--- config.mk ---
export PLATFORM = sky130hd
export DESIGN_NAME = rpn_ram
export DESIGN_NICKNAME = d
export VERILOG_FILES = /design/src/hw/rtl/rpn_ram.sv
export SDC_FILE = /design/constraint.sdc
export NUM_CORES = 2
export LEC_CHECK = 0
export BUFFER_PORTS_ARGS = -buffer_cell sky130_fd_sc_hd__buf_2
export CORE_MARGIN = 2
export CORE_UTILIZATION = 55
export CTS_BUF_LIST = sky130_fd_sc_hd__clkbuf_16
export CTS_CLUSTER_DIAMETER = 200
export DETAILED_ROUTE_END_ITERATION = 16
export PLACE_DENSITY = 0.72
export SLEW_MARGIN = 20
export SYNTH_ARGS = -nofsm -noshare
export SYNTH_HDL_FRONTEND = slang
export SYNTH_SLANG_ARGS = --single-unit
--- constraint.sdc ---
create_clock -name clk -period 9.09 [get_ports clk]
set_input_delay 1.818 -clock clk [delete_from_list [all_inputs] [get_ports clk]]
set_output_delay 1.818 -clock clk [all_outputs]
set_load 0.01 [all_outputs]
--- src/hw/rtl/rpn_ram.sv ---
// ----------------------------------------------------------------------------
// rpn_ram
// Generic single-write, single-read RAM with registered read data.
// ----------------------------------------------------------------------------
`default_nettype none

module rpn_ram #(
    parameter int WIDTH = 64,
    parameter int DEPTH = 64
) (
    input  wire logic                     clk,
    input  wire logic                     wr_en,
    input  wire logic [$clog2(DEPTH)-1:0] wr_addr,
    input  wire logic [WIDTH-1:0]         wr_data,
    input  wire logic                     rd_en,
    input  wire logic [$clog2(DEPTH)-1:0] rd_addr,
    output logic      [WIDTH-1:0]         rd_data
);

    logic [WIDTH-1:0] mem [DEPTH];

    always_ff @(posedge clk)
    begin
        if (wr_en)
        begin
            mem[wr_addr] <= wr_data;
        end
        if (rd_en)
        begin
            rd_data <= mem[rd_addr];
        end
    end

endmodule

`default_nettype wire

Word level (Yosys, flattened, before mapping)
Memories as Yosys holds them, arrays and structs flattened. A register that Yosys moved wholly into a read port is not among the register bits.
Index checks and enable logic that the tools add are counted.
W data, S select, Z words.

storage, ports and cells
  bits in registers = 0
  memory bits (writable) = 4,096
  bits of input ports = 79
  output and inout port bits = 64
  logic and storage cells = 3
  memories kept = 1

memories
  name  depth  width  read ports  clocked after Yosys merged registers in  write ports  RTL line  text
  mem   64     64     1           1                                        1            20        logic [WIDTH-1:0] mem [DEPTH];

operators by class
  mux-type cells = 2

operators with widths
  kind     count
  $mux W1  2

Depth between registers and ports, before layout
  word-level depth = 2
  mapped depth = 9
  mapped depth without buffers = 5

Least setup slack after synthesis
No wires, ideal clock.

  path kind = input to register
  start point = input port wr_addr[3]
  end point = memory mem[48][0] (enable)
  library setup time = 0.564 ns
  arrival time = 6.690 ns
  required time = 8.526 ns
  path slack = 1.836 ns
  stages = 4
  path buffers = 1
  path through = clkbuf_1 nor2b_1 nand4b_1 nor3_1

RTL lines
  what                RTL line  text
  start: declaration  13        input wire logic [$clog2(DEPTH)-1:0] wr_addr,
  end: declaration    20

Straight into the memory's write port.

==> impl_metrics.tcl <==
set metrics [dict create \
    clkTransAtPathRegs_ns 0.07 \
    syn_area_per_cell_um2 23.8 \
    fmax_mhz 216 \
    ys_ff_latch 4160 \
    root_buffer "clkbuf_16" \
    whs_path_depth 4 \
    cts_sinks 4160 \
    die_h_um 538 \
    cts_setup_buffers 0 \
    pwr_density_cell_mw_per_mm2 223 \
    peakVddDrop_mv 0.249 \
    layout-drive-gt1-share_pct 27.8 \
    syn_inst 6598 \
    drv_cap 0 \
    ff2ff_setup_slack_ns 6.47 \
    synth-seq-area-share_pct 79.6 \
    area_delta_synth_final_pct 12.0 \
    setup_ws_ns 4.46 \
    via_per_inst 6.89 \
    finalSetupTns_ns 0 \
    overflow 0 \
    slew-limit-headroom_pct 18.7 \
    period_minus_slack_ns 4.63 \
    routedWlPerCell_um 37.2 \
    grt_util_all_layers_pct 28.4 \
    reg2regPathDepth 5 \
    start_kind "input pin" \
    cp.arrival_ns 5.24 \
    slew_violations 0 \
    timing.rr.start "mem[54][3]$_DFFE_PP_" \
    detail-route-antenna-nets 0 \
    r2r-end "rd_data[3]$_DFFE_PP_" \
    syn_area_mm2 0.157 \
    synthTopCellsByCount "edfxtp_1 (4160), mux4_2 (1024), buf_2 (170), a22oi_1 (168), clkbuf_1 (140)" \
    min_from "mem[36][26]$_DFFE_PP_" \
    topRoutingLayerUsed "met5" \
    synth_area_leaders "edfxtp_1 (80%), mux4_2 (15%), mux2i_1 (0.86%)" \
    rsz0062_at_grt "no" \
    ys.flop_type "edfxtp_1" \
    die_w_um 538 \
    finalWirelength_mm 412 \
    drt-met1-wl_mm 151 \
    crit_required_ns 9.70 \
    cts_buffer_depth 4 \
    synth_top_area_cell "edfxtp_1" \
    worst_pin_slew_ns 1.22 \
    synth_top_area_share_pct 79.6 \
    num-nets-final 7049 \
    hold_violations 0 \
    met2_length_mm 196 \
    syn_nets 6677 \
    portBuffers 142 \
    hpwl_mm 215 \
    endpoint_kind "flip-flop" \
    place_ws_ns 3.54 \
    cts_resized 0 \
    vias 76348 \
    met3_length_mm 48.5 \
    min_to "rd_data[26]$_DFFE_PP_" \
    grt_max_degree 133 \
    drtIter0Drc 11516 \
    yosysMostFrequentCell "edfxtp_1" \
    firstDrtPassIters 5 \
    grt_antenna_before_repair 27 \
    place.gp.congestion 0.799 \
    fin_util_pct 61.8 \
    ioPinCount 143 \
    htreeDepth 5 \
    num-fill-cells 18506 \
    drc 0 \
    synth_warnings 0 \
    holdBufCountCts 0 \
    finalNonFillerCells 11073 \
    clk_latency_ns 0.94 \
    placed_cells 10325 \
    grt_pass1_wl_mm 579 \
    p_total_uw 39300 \
    core.rowCount 196 \
    ys_async_sr_fraction_pct 0 \
    fin_crit_sh_pct 50.9 \
    leakagePower_uw 0.0549 \
    min_path_type "flip-flop to flip-flop" \
    cts_tree "done" \
    crit_fanout 85 \
    grt_pass1_vias 76379 \
    skew_ns 0.0883 \
    dieArea_mm2 0.290 \
    cts_inserted_buffers 400 \
    start_util_pct 55.2 \
    critical_path_class "input pin to flip-flop" \
    synth_edf_count 4160 \
    coreArea_mm2 0.284 \
    synth_cell_types 32 \
    status "complete, no violations" \
    setup_violations 0 \
]
## area by class of cell
| class | count | area, um^2 | share of cell area [%] |
|---|---|---|---|
| sequential | 4160 | 125000 | 71.0 |
| tap | 3762 | 4710 | 2.68 |
| clock buffer | 406 | 10200 | 5.78 |
| timing repair buffer | 340 | 2600 | 1.48 |
| antenna | 19 | 47.5 | 0.0270 |
| clock inverter | 318 | 2540 | 1.44 |
| inverter | 19 | 71.3 | 0.0406 |
| multi-input combinational | 2049 | 30800 | 17.5 |
## worst max-delay path, cell delays in order
cell	delay [ns]
buf_12	0.48
buf_4	0.46
buf_4	0.61
mux4_2	0.59
mux2i_1	0.19
o22ai_1	0.10
a31oi_1	0.65
a211oi_1	0.12
## flip-flops by register name, indices dropped and copies added, names as in the netlist
register  flops
rd_data      64
mem        4096
## how the worst max path moves through the flow
stage	from	slack [ns]	cells past startpoint	endpoint
floorplan	wr_addr[3]	1.84	4	mem[48][0]$_DFFE_PP_
global placement	rd_addr[0]	3.54	8	rd_data[31]$_DFFE_PP_
detailed placement	rd_addr[0]	3.54	8	rd_data[31]$_DFFE_PP_
CTS	rd_addr[0]	4.50	8	rd_data[31]$_DFFE_PP_
global route	rd_addr[0]	4.29	8	rd_data[31]$_DFFE_PP_
finish	rd_addr[0]	4.46	8	rd_data[31]$_DFFE_PP_
## placed cells by master (no fill, tap or decap), drive strengths merged, types with 29 or more instances in the layout
cell    instances
a211oi         63
a22o           88
a22oi         168
and3           64
buf           340
bufinv         37
clkbuf        406
clkinv        199
edfxtp       4160
inv            94
mux2i         135
mux4         1024
nand2          58
nand3          45
nor2          112
o221ai         38
o22ai          83
or3            29
## metrics by stage
| step | hold slack (ns) | area, um^2 |
|---|---|---|
| after global routing | 0.961 | 176000 |
| after floorplan | 0.865 | 157000 |
| after detailed placement | 0.901 | 163000 |
| after CTS | 0.915 | 176000 |
| final | 0.923 | 176000 |
| after global placement | 0.899 | 163000 |
## logic make-up (layout without fill, tap and decap cells)
logic type | Yosys count | count (layout) | share of synthesized area (%)
DFF | 4160 | 4160 | 79.6
muxes | 1159 | 1159 | 15.6
and+or+nand+nor | 386 | 386 | 1.23
AOI/OAI and AO/OA | 504 | 504 | 2.47
buffers and inverters | 389 | 1083 | 1.18
other | 0 | 19 | 0
## per-layer routing
layer	GRT usage (%)	up-vias
met3	5.69	826
met5	0	-
met4	10.5	8
met2	44.2	5267
li1	-	29297
met1	40.4	40950
## where the power goes
group	total (uW)	leakage [uW]	switching (uW)	internal, uW
Sequential	21400	0.0375	69.3	21300
Clock	16200	0.00651	7020	9150
Combinational	1750	0.0109	1100	646
Total	39300	0.0549	8190	31100
No activity file was read; power rests on OpenSTA's default activity.
